--- src/rtl/fdt_pkg.sv ---
// Package with types, codes and helpers for the structure token walker.
`default_nettype none

package fdt_pkg;

	// Default limits for the walk.
	localparam int DEPTH_LIMIT_DEF = 16;
	localparam int NODE_LIMIT_DEF  = 128;

	// Field widths of the channels.
	localparam int WORD_W  = 32;
	localparam int KIND_W  = 3;
	localparam int ERR_W   = 3;
	localparam int NODE_W  = 7;
	localparam int DEPTH_W = 5;
	localparam int IDX_W   = 30;
	localparam int MASK_W  = 3;

	// Configuration port geometry.
	localparam int APB_AW = 3;
	localparam int APB_DW = 32;

	// Structure block tokens.
	localparam logic [WORD_W-1:0] TOK_BEGIN    = 32'h0000_0001;
	localparam logic [WORD_W-1:0] TOK_END_NODE = 32'h0000_0002;
	localparam logic [WORD_W-1:0] TOK_PROP     = 32'h0000_0003;
	localparam logic [WORD_W-1:0] TOK_NOP      = 32'h0000_0004;
	localparam logic [WORD_W-1:0] TOK_END      = 32'h0000_0009;

	// Event mask bits.
	localparam logic [MASK_W-1:0] MASK_BEGIN = 3'h1;
	localparam logic [MASK_W-1:0] MASK_ENDN  = 3'h2;
	localparam logic [MASK_W-1:0] MASK_PROP  = 3'h4;
	localparam logic [MASK_W-1:0] MASK_RESET = 3'h7;

	// Register indexes.
	typedef enum logic [0:0] {
		REG_EVENT_MASK = 1'b0
	} reg_idx_t;

	// Event kinds.
	typedef enum logic [KIND_W-1:0] {
		EV_BEGIN    = 3'd0,
		EV_NAME     = 3'd1,
		EV_END_NODE = 3'd2,
		EV_PROP_HDR = 3'd3,
		EV_PROP_DAT = 3'd4,
		EV_END      = 3'd5,
		EV_ERROR    = 3'd6
	} kind_t;

	// Error codes.
	typedef enum logic [ERR_W-1:0] {
		ERR_NONE      = 3'd0,
		ERR_UNKNOWN   = 3'd1,
		ERR_OVERFLOW  = 3'd2,
		ERR_UNDERFLOW = 3'd3,
		ERR_NODES     = 3'd4
	} err_t;

	// Walk phase, one-hot.
	typedef enum logic [4:0] {
		PH_TOKEN = 5'b00001,
		PH_NAME  = 5'b00010,
		PH_PLEN  = 5'b00100,
		PH_POFF  = 5'b01000,
		PH_DATA  = 5'b10000
	} phase_t;

	// One result item as it leaves the walker core.
	typedef struct packed {
		kind_t             event_kind;
		err_t              error_code;
		logic [NODE_W-1:0]  node_number;
		logic [DEPTH_W-1:0] nesting_depth;
		logic [WORD_W-1:0]  property_length;
		logic [WORD_W-1:0]  name_offset;
		logic [WORD_W-1:0]  payload_word;
		logic [IDX_W-1:0]   payload_index;
		logic               payload_last;
	} event_t;

	// True when any byte of the word is zero.
	function automatic logic has_zero_byte(input logic [WORD_W-1:0] w);
		return (w[31:24] == 8'h00) || (w[23:16] == 8'h00) ||
		       (w[15:8] == 8'h00) || (w[7:0] == 8'h00);
	endfunction

endpackage

`default_nettype wire

--- src/rtl/fdt_stream_if.sv ---
// Channel interfaces for structure words in and walk events out.
`default_nettype none

interface fdt_word_if import fdt_pkg::*; ();
	logic              valid;
	logic              ready;
	logic [WORD_W-1:0] tree_word;
	logic              first_word;

	modport source(output valid, tree_word, first_word, input ready);
	modport sink(input valid, tree_word, first_word, output ready);
endinterface

interface fdt_event_if import fdt_pkg::*; ();
	logic               valid;
	logic               ready;
	logic [KIND_W-1:0]  event_kind;
	logic [ERR_W-1:0]   error_code;
	logic [NODE_W-1:0]  node_number;
	logic [DEPTH_W-1:0] nesting_depth;
	logic [WORD_W-1:0]  property_length;
	logic [WORD_W-1:0]  name_offset;
	logic [WORD_W-1:0]  payload_word;
	logic [IDX_W-1:0]   payload_index;
	logic               payload_last;

	modport source(output valid, event_kind, error_code, node_number, nesting_depth,
		property_length, name_offset, payload_word, payload_index, payload_last,
		input ready);
	modport sink(input valid, event_kind, error_code, node_number, nesting_depth,
		property_length, name_offset, payload_word, payload_index, payload_last,
		output ready);
endinterface

`default_nettype wire

--- src/rtl/fdt_apb_regs.sv ---
// APB register file holding the event mask.
`default_nettype none

module fdt_apb_regs import fdt_pkg::*; (
	input  wire logic              clk,
	input  wire logic              arst_n,
	input  wire logic              psel,
	input  wire logic              penable,
	input  wire logic              pwrite,
	input  wire logic [APB_AW-1:0] paddr,
	input  wire logic [APB_DW-1:0] pwdata,
	output logic      [APB_DW-1:0] prdata,
	output logic                   pready,
	output logic      [MASK_W-1:0] event_mask
);

	logic [MASK_W-1:0] mask_q;
	reg_idx_t          reg_idx;
	logic              idx_in_range;

	// Registers sit on word addresses; the top address bit picks the index.
	assign reg_idx      = reg_idx_t'(paddr[APB_AW-1]);
	assign idx_in_range = (reg_idx == REG_EVENT_MASK);
	assign pready       = 1'b1;
	assign event_mask   = mask_q;

	// Write on the access phase of a transfer.
	always_ff @(posedge clk or negedge arst_n) begin
		if (!arst_n) begin
			mask_q <= MASK_RESET;
		end else if (psel && penable && pwrite && pready && idx_in_range) begin
			mask_q <= pwdata[MASK_W-1:0];
		end
	end

	// Read back the mask; other addresses read as zero.
	always_comb begin
		prdata = '0;
		if (idx_in_range) begin
			prdata = {{(APB_DW-MASK_W){1'b0}}, mask_q};
		end
	end

endmodule

`default_nettype wire

--- src/rtl/fdt_walk_core.sv ---
// Walker state and the single-pass token decode for one structure word.
`default_nettype none

module fdt_walk_core import fdt_pkg::*; #(
	parameter int DEPTH_LIMIT = DEPTH_LIMIT_DEF,
	parameter int NODE_LIMIT  = NODE_LIMIT_DEF
) (
	input  wire logic              clk,
	input  wire logic              arst_n,
	input  wire logic              step,
	input  wire logic [WORD_W-1:0] tree_word,
	input  wire logic              first_word,
	input  wire logic [MASK_W-1:0] event_mask,
	output logic                   ev_hit,
	output event_t                 ev
);

	localparam int DW = $clog2(DEPTH_LIMIT + 1);
	localparam int NW = $clog2(NODE_LIMIT);
	localparam logic [DW-1:0] DEPTH_MAX = DW'(DEPTH_LIMIT);
	localparam logic [NW:0]   NODE_MAX  = (NW + 1)'(NODE_LIMIT);

	// Walk state.
	phase_t            phase_q;
	logic [DW-1:0]     depth_q;
	logic [NW-1:0]     node_q;
	logic              seen_q;
	logic [IDX_W-1:0]  remain_q;
	logic [WORD_W-1:0] len_q;
	logic [WORD_W-1:0] off_q;
	logic [IDX_W-1:0]  pos_q;
	logic              fin_q;

	// State after a possible restart by the first-word flag.
	phase_t            ph;
	logic [DW-1:0]     dep;
	logic [NW-1:0]     node;
	logic              seen;
	logic [IDX_W-1:0]  rem;
	logic [WORD_W-1:0] len;
	logic [WORD_W-1:0] off;
	logic [IDX_W-1:0]  pos;
	logic              fin;

	// Next state.
	phase_t            ph_n;
	logic [DW-1:0]     dep_n;
	logic [NW-1:0]     node_n;
	logic              seen_n;
	logic [IDX_W-1:0]  rem_n;
	logic [WORD_W-1:0] len_n;
	logic [WORD_W-1:0] off_n;
	logic [IDX_W-1:0]  pos_n;
	logic              fin_n;

	// Result pieces.
	kind_t             kind;
	err_t              err;
	logic              prop_f;
	logic              pre_pop;
	logic [WORD_W-1:0] word;
	logic [IDX_W-1:0]  idx;
	logic              last;
	logic [WORD_W-1:0] len_m1;
	logic [NW+NODE_W-1:0]  node_ext;
	logic [DW+DEPTH_W-1:0] depth_ext;

	assign len_m1 = len - 32'd1;

	// Decode one word against the current phase.
	always_comb begin
		ph   = first_word ? PH_TOKEN : phase_q;
		dep  = first_word ? '0 : depth_q;
		node = first_word ? '0 : node_q;
		seen = first_word ? 1'b0 : seen_q;
		rem  = first_word ? '0 : remain_q;
		len  = first_word ? '0 : len_q;
		off  = first_word ? '0 : off_q;
		pos  = first_word ? '0 : pos_q;
		fin  = first_word ? 1'b0 : fin_q;

		ph_n    = ph;
		dep_n   = dep;
		node_n  = node;
		seen_n  = seen;
		rem_n   = rem;
		len_n   = len;
		off_n   = off;
		pos_n   = pos;
		fin_n   = fin;
		ev_hit  = 1'b0;
		kind    = EV_BEGIN;
		err     = ERR_NONE;
		prop_f  = 1'b0;
		pre_pop = 1'b0;
		word    = '0;
		idx     = '0;
		last    = 1'b0;

		if (!fin) begin
			case (ph)
				PH_NAME: begin
					idx  = pos;
					word = tree_word;
					last = has_zero_byte(tree_word);
					if (last) begin
						ph_n = PH_TOKEN;
					end else begin
						pos_n = pos + 1'b1;
					end
					kind   = EV_NAME;
					ev_hit = |(event_mask & MASK_BEGIN);
				end
				PH_PLEN: begin
					len_n = tree_word;
					ph_n  = PH_POFF;
				end
				PH_POFF: begin
					off_n = tree_word;
					pos_n = '0;
					if (len == '0) begin
						ph_n = PH_TOKEN;
					end else begin
						rem_n = len_m1[WORD_W-1:2];
						ph_n  = PH_DATA;
					end
					kind   = EV_PROP_HDR;
					prop_f = 1'b1;
					ev_hit = |(event_mask & MASK_PROP);
				end
				PH_DATA: begin
					idx  = pos;
					word = tree_word;
					last = (rem == '0);
					if (last) begin
						ph_n = PH_TOKEN;
					end else begin
						rem_n = rem - 1'b1;
						pos_n = pos + 1'b1;
					end
					kind   = EV_PROP_DAT;
					prop_f = 1'b1;
					ev_hit = |(event_mask & MASK_PROP);
				end
				default: begin
					ph_n = PH_TOKEN;
					case (tree_word)
						TOK_NOP: begin
						end
						TOK_BEGIN: begin
							if (dep >= DEPTH_MAX) begin
								err = ERR_OVERFLOW;
							end else if (seen && ({1'b0, node} + 1'b1 >= NODE_MAX)) begin
								err = ERR_NODES;
							end else begin
								node_n = seen ? node + 1'b1 : '0;
								seen_n = 1'b1;
								dep_n  = dep + 1'b1;
								pos_n  = '0;
								ph_n   = PH_NAME;
								kind   = EV_BEGIN;
								ev_hit = |(event_mask & MASK_BEGIN);
							end
						end
						TOK_END_NODE: begin
							if (dep == '0) begin
								err = ERR_UNDERFLOW;
							end else begin
								dep_n   = dep - 1'b1;
								pre_pop = 1'b1;
								kind    = EV_END_NODE;
								ev_hit  = |(event_mask & MASK_ENDN);
							end
						end
						TOK_PROP: begin
							len_n = '0;
							off_n = '0;
							ph_n  = PH_PLEN;
						end
						TOK_END: begin
							fin_n  = 1'b1;
							kind   = EV_END;
							ev_hit = 1'b1;
						end
						default: begin
							err = ERR_UNKNOWN;
						end
					endcase
					// Any error finishes the walk and leaves the rest of the state.
					if (err != ERR_NONE) begin
						fin_n  = 1'b1;
						ph_n   = PH_TOKEN;
						kind   = EV_ERROR;
						ev_hit = 1'b1;
					end
				end
			endcase
		end
	end

	// Result fields; the end-node event shows the depth before the pop.
	assign node_ext  = (NW + NODE_W)'(node_n);
	assign depth_ext = (DW + DEPTH_W)'(pre_pop ? dep : dep_n);

	always_comb begin
		ev.event_kind      = kind;
		ev.error_code      = err;
		ev.node_number     = node_ext[NODE_W-1:0];
		ev.nesting_depth   = depth_ext[DEPTH_W-1:0];
		ev.property_length = prop_f ? len_n : '0;
		ev.name_offset     = prop_f ? off_n : '0;
		ev.payload_word    = word;
		ev.payload_index   = idx;
		ev.payload_last    = last;
	end

	// State advances once for each word that is consumed.
	always_ff @(posedge clk or negedge arst_n) begin
		if (!arst_n) begin
			phase_q  <= PH_TOKEN;
			depth_q  <= '0;
			node_q   <= '0;
			seen_q   <= 1'b0;
			remain_q <= '0;
			len_q    <= '0;
			off_q    <= '0;
			pos_q    <= '0;
			fin_q    <= 1'b0;
		end else if (step) begin
			phase_q  <= ph_n;
			depth_q  <= dep_n;
			node_q   <= node_n;
			seen_q   <= seen_n;
			remain_q <= rem_n;
			len_q    <= len_n;
			off_q    <= off_n;
			pos_q    <= pos_n;
			fin_q    <= fin_n;
		end
	end

endmodule

`default_nettype wire

--- src/rtl/fdt_structure_token_walker.sv ---
// Top level of the structure token walker: input register, core and result register.
//
// The block walks the structure block of a flattened device tree, one
// big-endian 32-bit word per transfer on the words channel. A word with
// first_word set restarts the walk. Each word yields zero or one event on
// the events channel: begin node, name word, end node, property header,
// property data, end or error. After an end token or an error, words give
// no event until the next first_word.
// The event mask is written over the APB port at address 0. The user must write
// it only while the block is idle; the block itself does not enforce this. The
// mask resets to all events enabled. pready is always high. Throughput is one
// word per cycle while the receiver does not stall. Each taken word waits in the
// input register until the result register is empty or drained, then loads its event.
// The input register and result register together let a new word be taken
// while a finished event waits for the receiver. When the receiver stalls,
// both registers fill and words.ready drops until the event is taken.
// Reset clears the walk state, empties both registers and sets the mask to 7.
`default_nettype none

module fdt_structure_token_walker import fdt_pkg::*; #(
	parameter int DEPTH_LIMIT = DEPTH_LIMIT_DEF,
	parameter int NODE_LIMIT  = NODE_LIMIT_DEF
) (
	input  wire logic              clk,
	input  wire logic              arst_n,
	input  wire logic              psel,
	input  wire logic              penable,
	input  wire logic              pwrite,
	input  wire logic [APB_AW-1:0] paddr,
	input  wire logic [APB_DW-1:0] pwdata,
	output logic      [APB_DW-1:0] prdata,
	output logic                   pready,
	fdt_word_if.sink               words,
	fdt_event_if.source            events
);

	logic [MASK_W-1:0] event_mask;
	logic              valid_s1;
	logic [WORD_W-1:0] word_s1;
	logic              first_s1;
	logic              advance;
	logic              step;
	logic              ev_hit;
	event_t            ev;
	logic              out_valid_q;
	event_t            out_q;

	// Configuration registers.
	fdt_apb_regs u_regs (
		.clk       (clk),
		.arst_n    (arst_n),
		.psel      (psel),
		.penable   (penable),
		.pwrite    (pwrite),
		.paddr     (paddr),
		.pwdata    (pwdata),
		.prdata    (prdata),
		.pready    (pready),
		.event_mask(event_mask)
	);

	// Handshake: the result register moves when empty or being drained.
	assign advance     = !out_valid_q || events.ready;
	assign step        = valid_s1 && advance;
	assign words.ready = !valid_s1 || advance;

	// Input register.
	always_ff @(posedge clk or negedge arst_n) begin
		if (!arst_n) begin
			valid_s1 <= 1'b0;
		end else if (words.ready) begin
			valid_s1 <= words.valid;
		end
	end

	always_ff @(posedge clk) begin
		if (words.valid && words.ready) begin
			word_s1  <= words.tree_word;
			first_s1 <= words.first_word;
		end
	end

	// Token decode and walk state.
	fdt_walk_core #(
		.DEPTH_LIMIT(DEPTH_LIMIT),
		.NODE_LIMIT (NODE_LIMIT)
	) u_core (
		.clk       (clk),
		.arst_n    (arst_n),
		.step      (step),
		.tree_word (word_s1),
		.first_word(first_s1),
		.event_mask(event_mask),
		.ev_hit    (ev_hit),
		.ev        (ev)
	);

	// Result register.
	always_ff @(posedge clk or negedge arst_n) begin
		if (!arst_n) begin
			out_valid_q <= 1'b0;
		end else if (advance) begin
			out_valid_q <= valid_s1 && ev_hit;
		end
	end

	always_ff @(posedge clk) begin
		if (step && ev_hit) begin
			out_q <= ev;
		end
	end

	assign events.valid           = out_valid_q;
	assign events.event_kind      = out_q.event_kind;
	assign events.error_code      = out_q.error_code;
	assign events.node_number     = out_q.node_number;
	assign events.nesting_depth   = out_q.nesting_depth;
	assign events.property_length = out_q.property_length;
	assign events.name_offset     = out_q.name_offset;
	assign events.payload_word    = out_q.payload_word;
	assign events.payload_index   = out_q.payload_index;
	assign events.payload_last    = out_q.payload_last;

	// An error code is given exactly on error events.
	a_err_code: assert property (@(posedge clk) disable iff (!arst_n)
		events.valid |-> ((events.event_kind == EV_ERROR) ==
		(events.error_code != ERR_NONE)))
		else $error("error code does not match event kind");

	// Property fields stay zero outside property events.
	a_prop_zero: assert property (@(posedge clk) disable iff (!arst_n)
		(events.valid && events.event_kind != EV_PROP_HDR &&
		events.event_kind != EV_PROP_DAT) |->
		(events.property_length == '0 && events.name_offset == '0))
		else $error("property fields set outside a property event");

	// The last-word mark only appears on name or data words.
	a_last_kind: assert property (@(posedge clk) disable iff (!arst_n)
		(events.valid && events.payload_last) |->
		(events.event_kind == EV_NAME || events.event_kind == EV_PROP_DAT))
		else $error("last mark on an event without payload");

	// A stalled result keeps the input side from taking a second word.
	a_stall_hold: assert property (@(posedge clk) disable iff (!arst_n)
		(out_valid_q && !events.ready && valid_s1) |-> !words.ready)
		else $error("input taken while both registers are full");

endmodule

`default_nettype wire

--- src/flat_wrapper.sv ---
// flat-port wrapper written by rule: the top's interface ports become plain ports
module fdt_structure_token_walker_flat import fdt_pkg::*;
#(
	parameter int DEPTH_LIMIT = DEPTH_LIMIT_DEF,
	parameter int NODE_LIMIT  = NODE_LIMIT_DEF
)
  (clk, arst_n, psel, penable, pwrite, paddr, pwdata, prdata, pready, words_valid, words_tree_word, words_first_word, words_ready, events_valid, events_event_kind, events_error_code, events_node_number, events_nesting_depth, events_property_length, events_name_offset, events_payload_word, events_payload_index, events_payload_last, events_ready);
  fdt_word_if words_i ();
  fdt_event_if events_i ();
  input  wire logic clk;
  input  wire logic arst_n;
  input  wire logic psel;
  input  wire logic penable;
  input  wire logic pwrite;
  input  wire logic [APB_AW-1:0] paddr;
  input  wire logic [APB_DW-1:0] pwdata;
  output logic      [APB_DW-1:0] prdata;
  output logic pready;
  input wire logic [$bits(words_i.valid)-1:0] words_valid;
  input wire logic [$bits(words_i.tree_word)-1:0] words_tree_word;
  input wire logic [$bits(words_i.first_word)-1:0] words_first_word;
  output wire logic [$bits(words_i.ready)-1:0] words_ready;
  output wire logic [$bits(events_i.valid)-1:0] events_valid;
  output wire logic [$bits(events_i.event_kind)-1:0] events_event_kind;
  output wire logic [$bits(events_i.error_code)-1:0] events_error_code;
  output wire logic [$bits(events_i.node_number)-1:0] events_node_number;
  output wire logic [$bits(events_i.nesting_depth)-1:0] events_nesting_depth;
  output wire logic [$bits(events_i.property_length)-1:0] events_property_length;
  output wire logic [$bits(events_i.name_offset)-1:0] events_name_offset;
  output wire logic [$bits(events_i.payload_word)-1:0] events_payload_word;
  output wire logic [$bits(events_i.payload_index)-1:0] events_payload_index;
  output wire logic [$bits(events_i.payload_last)-1:0] events_payload_last;
  input wire logic [$bits(events_i.ready)-1:0] events_ready;
  assign words_i.valid = words_valid;
  assign words_i.tree_word = words_tree_word;
  assign words_i.first_word = words_first_word;
  assign words_ready = words_i.ready;
  assign events_valid = events_i.valid;
  assign events_event_kind = events_i.event_kind;
  assign events_error_code = events_i.error_code;
  assign events_node_number = events_i.node_number;
  assign events_nesting_depth = events_i.nesting_depth;
  assign events_property_length = events_i.property_length;
  assign events_name_offset = events_i.name_offset;
  assign events_payload_word = events_i.payload_word;
  assign events_payload_index = events_i.payload_index;
  assign events_payload_last = events_i.payload_last;
  assign events_i.ready = events_ready;
  fdt_structure_token_walker #(.DEPTH_LIMIT(DEPTH_LIMIT), .NODE_LIMIT(NODE_LIMIT)) u_core (.clk(clk), .arst_n(arst_n), .psel(psel), .penable(penable), .pwrite(pwrite), .paddr(paddr), .pwdata(pwdata), .prdata(prdata), .pready(pready), .words(words_i), .events(events_i));
endmodule
--- config.mk ---
export PLATFORM = sky130hd
export DESIGN_NAME = fdt_structure_token_walker_flat
export DESIGN_NICKNAME = d
export VERILOG_FILES = /design/src/rtl/fdt_pkg.sv /design/src/rtl/fdt_stream_if.sv /design/src/rtl/fdt_apb_regs.sv /design/src/rtl/fdt_walk_core.sv /design/src/rtl/fdt_structure_token_walker.sv /design/src/flat_wrapper.sv
export SDC_FILE = /design/constraint.sdc
export NUM_CORES = 1
export LEC_CHECK = 0
export BUFFER_PORTS_ARGS = -buffer_cell sky130_fd_sc_hd__buf_4
export CAP_MARGIN = 20
export CORE_ASPECT_RATIO = 1.4
export CORE_MARGIN = 4
export CORE_UTILIZATION = 57
export CTS_CLUSTER_DIAMETER = 60
export DETAILED_ROUTE_END_ITERATION = 16
export PLACE_DENSITY = 0.8
export SYNTH_ARGS = -nofsm -noshare
export SYNTH_HDL_FRONTEND = slang
export SYNTH_SLANG_ARGS = --single-unit
--- constraint.sdc ---
create_clock -name clk -period 12.75 [get_ports clk]
set_clock_uncertainty 0.05 [all_clocks]
set_input_delay 1.9125 -clock clk [delete_from_list [all_inputs] [get_ports clk]]
set_output_delay 1.9125 -clock clk [all_outputs]
set_load 0.02 [all_outputs]
==> impl_metrics.ini <==
[status]
status = finished clean

[worst_setup_path]
worst_path_most_repeated_cell = buf_4
crit_path_start_kind = flop
cp.arrival_ps = 4710
crit_slowest_cell = buf_4
path_cells = buf_4 > inv_1 > buf_4 > nand2_1 > ha_1 > o211ai_1 > or3_1 > o211ai_1 > nor2_1 > a21oi_4 > buf_4 > buf_4
critPathCaptureType = flop
rr_worst_depth = 12
cp_slowest_stage_delay_ps = 800
worstSetupPathType = reg -> reg
critical_path_required_ps = 12860
cp_max_fo = 70

[place]
routabilityCongestion = 0.962
hpwl_um = 32900
port_buffers = 193

[floorplanning]
dieArea_um2 = 31400
fp-row-count = 72
die_y_um = 208
io_pins = 255
initial_core_util_pct = 58.3
coreArea_um2 = 27900
die_x_um = 151

[clock_tree]
clockRootBuffer = clkbuf_16
hold_buffers = 0
clock_sinks = 326
postCtsResizedCells = 0
clock_latency_ps = 540
cts_tree = built
cts-htree-levels = 2
tritoncts.num_buffers = 34
cts_setup_buffers = 0
clk_path_buf_depth = 3
clk_pin_slew_ps = 70

[power]
powerDensity_nw_per_um2 = 134
peakVddDrop_mv = 0.114
p_total_uw = 2550
leakage_uw = 0.00785

[routing]
routed_wirelength_um = 49600
drt_iter0_drc = 1298
drtAntennaViolNets = 0
vias_per_cell = 6.68
drc = 0
wl_per_cell_um = 23.8
first_pass_iters = 5
route.vias.total = 13903

[timing]
drv_slew = 0
setup_tns_ps = 0
rsz0062_at_grt = false
slew_headroom_pct = 27.3
setup_viol = 0
fmax_ghz = 0.217
fin_crit_sh_pct = 36.1
tightest_slew_ps = 1080
hold_viol = 0
min_period_ps = 4610
fin_hold_ws_ps = 453

[global_routing]
antenna_found_initial = 0
grt_max_degree = 91
grt_pass1_wl_um = 77100
gr-total-overflow = 0
grt_pass1_vias = 13504
grt_usage_pct = 31.3

[yosys]
syn_inst = 1525
yosysMostFrequentCell = edfxtp_1
ys_types = 94
async_flop_share_pct = 45.4
synth_edf_count = 178
avgSynthCellArea_um2 = 10.7
ys_top_cells_by_count = edfxtp_1, nor2_1, dfrtp_1, nand2_1, and3_1
synth-seq-area-share_pct = 55.6
synthTopCellsByArea = edfxtp_1, dfrtp_1, a22o_1, and3_1, nor2_1
syn-cell-area_um2 = 16300
ys_ff_latch = 326
synth_flop_cell = edfxtp_1
synth_top_area_share_pct = 32.8
ys_warn_count = 0
yosysTopAreaCell = edfxtp_1

[cells_and_area]
final_net_count = 1766
diodes = 0
area_growth_pct = 17.0
drive_gt1_share_pct = 19.3

[hold_path]
whs_path_depth = 1
hp-class = reg -> reg

[flow_run]
maxCapViolCount = 0
## registers in the layout (all words and copies together), names as in the netlist, 5 cells and up
register,count
u_core.events.name_offset,32
u_core.events.nesting_depth,5
u_core.events.node_number,7
u_core.events.payload_index,30
u_core.events.payload_word,32
u_core.events.property_length,32
u_core.u_core.depth_q,5
u_core.u_core.len_q,32
u_core.u_core.node_q,7
u_core.u_core.off_q,32
u_core.u_core.phase_q,5
u_core.u_core.pos_q,30
u_core.u_core.remain_q,30
u_core.word_s1,32
## per-layer routing
layer  vias up  routed length (um)  GRT usage, %
met5         -                   0             0
met4         0                2740          16.3
met3       177                4330          6.70
met2       796               24900          51.7
met1      6826               17700          38.3
li1       6104                   -             -
## layout make-up
type	count	area (um^2)
multi-input combinational	1083	6680
fill	2169	8890
clock inverter	16	124
sequential	326	9050
tap	370	463
inverter	16	60.1
timing repair buffer	224	1690
clock buffer	46	968
## report_power, final
group	internal [uW]	switching, uW
combinational	104	236
sequential	1190	45.6
clock	543	436
total	1830	718
## worst max-delay path: cells and delay by family (launching register included)
kind	cells	cell delay (ps)
AOI/OAI and AO/OA	3	540
adders and majority gates	1	260
buffers and inverters	5	2080
DFF	1	320
and+or+nand+nor	3	830
## cell usage in the layout, fill, tap and decap left out, drive strengths merged, types with 13 or more instances in the layout
| cell | netlist | final |
|---|---|---|
| and3 | 92 | 92 |
| o31ai | 23 | 23 |
| a22oi | 41 | 41 |
| conb | 2 | 30 |
| nor2 | 154 | 154 |
| o21ai | 90 | 90 |
| nand4 | 19 | 19 |
| a21oi | 66 | 66 |
| nand2 | 116 | 116 |
| a22o | 71 | 71 |
| nand3 | 30 | 30 |
| buf | 52 | 224 |
| inv | 16 | 18 |
| o311ai | 13 | 13 |
| and2 | 13 | 13 |
| clkbuf | 76 | 46 |
| dfrtp | 144 | 144 |
| a31oi | 23 | 23 |
| o211ai | 18 | 18 |
| nor3 | 42 | 42 |
| edfxtp | 178 | 178 |
| nor4 | 31 | 31 |
| nor2b | 26 | 26 |
## per-stage QoR
step | area (um^2) | utilization (%) | cells | setup slack [ps]
after CTS | 19000 | 68.1 | 2078 | 8230
after detailed placement | 17900 | 64.1 | 2016 | 8020
after floorplan | 16400 | - | 1553 | 2310
final | 19000 | 68.2 | 2081 | 8140
after global placement | 17900 | 64.1 | 2016 | 8030
after global routing | 19000 | 68.2 | 2081 | 7870
## worst paths after layout
| kind | slack, ps | to | from |
|---|---|---|---|
| worst min register to register | 450 | u_core.u_core.off_q[3] | u_core.u_core.off_q[3] |
| min in group asynchronous | 1400 | u_core.u_core.pos_q[27] | arst_n |
| worst min-delay path | 450 | u_core.u_core.off_q[3] | u_core.u_core.off_q[3] |
| worst max register to register | 8140 | u_core.events.property_length[7] | u_core.first_s1 |
| worst max-delay path | 8140 | u_core.events.property_length[7] | u_core.first_s1 |
| max in group asynchronous | 9900 | u_core.valid_s1 | arst_n |
## logic make-up after synthesis
| family | count (synthesis) | share of synthesized area, % |
|---|---|---|
| and+or+nand+nor | 584 | 18.9 |
| AOI/OAI and AO/OA | 441 | 19.5 |
| DFF | 326 | 55.6 |
| buffers and inverters | 144 | 4.18 |
| xor gates and xnor gates | 18 | 0.969 |
| adders and majority gates | 6 | 0.461 |
| muxes | 4 | 0.277 |
| other | 2 | 0.0462 |
Power figures use the tool's default switching activity.
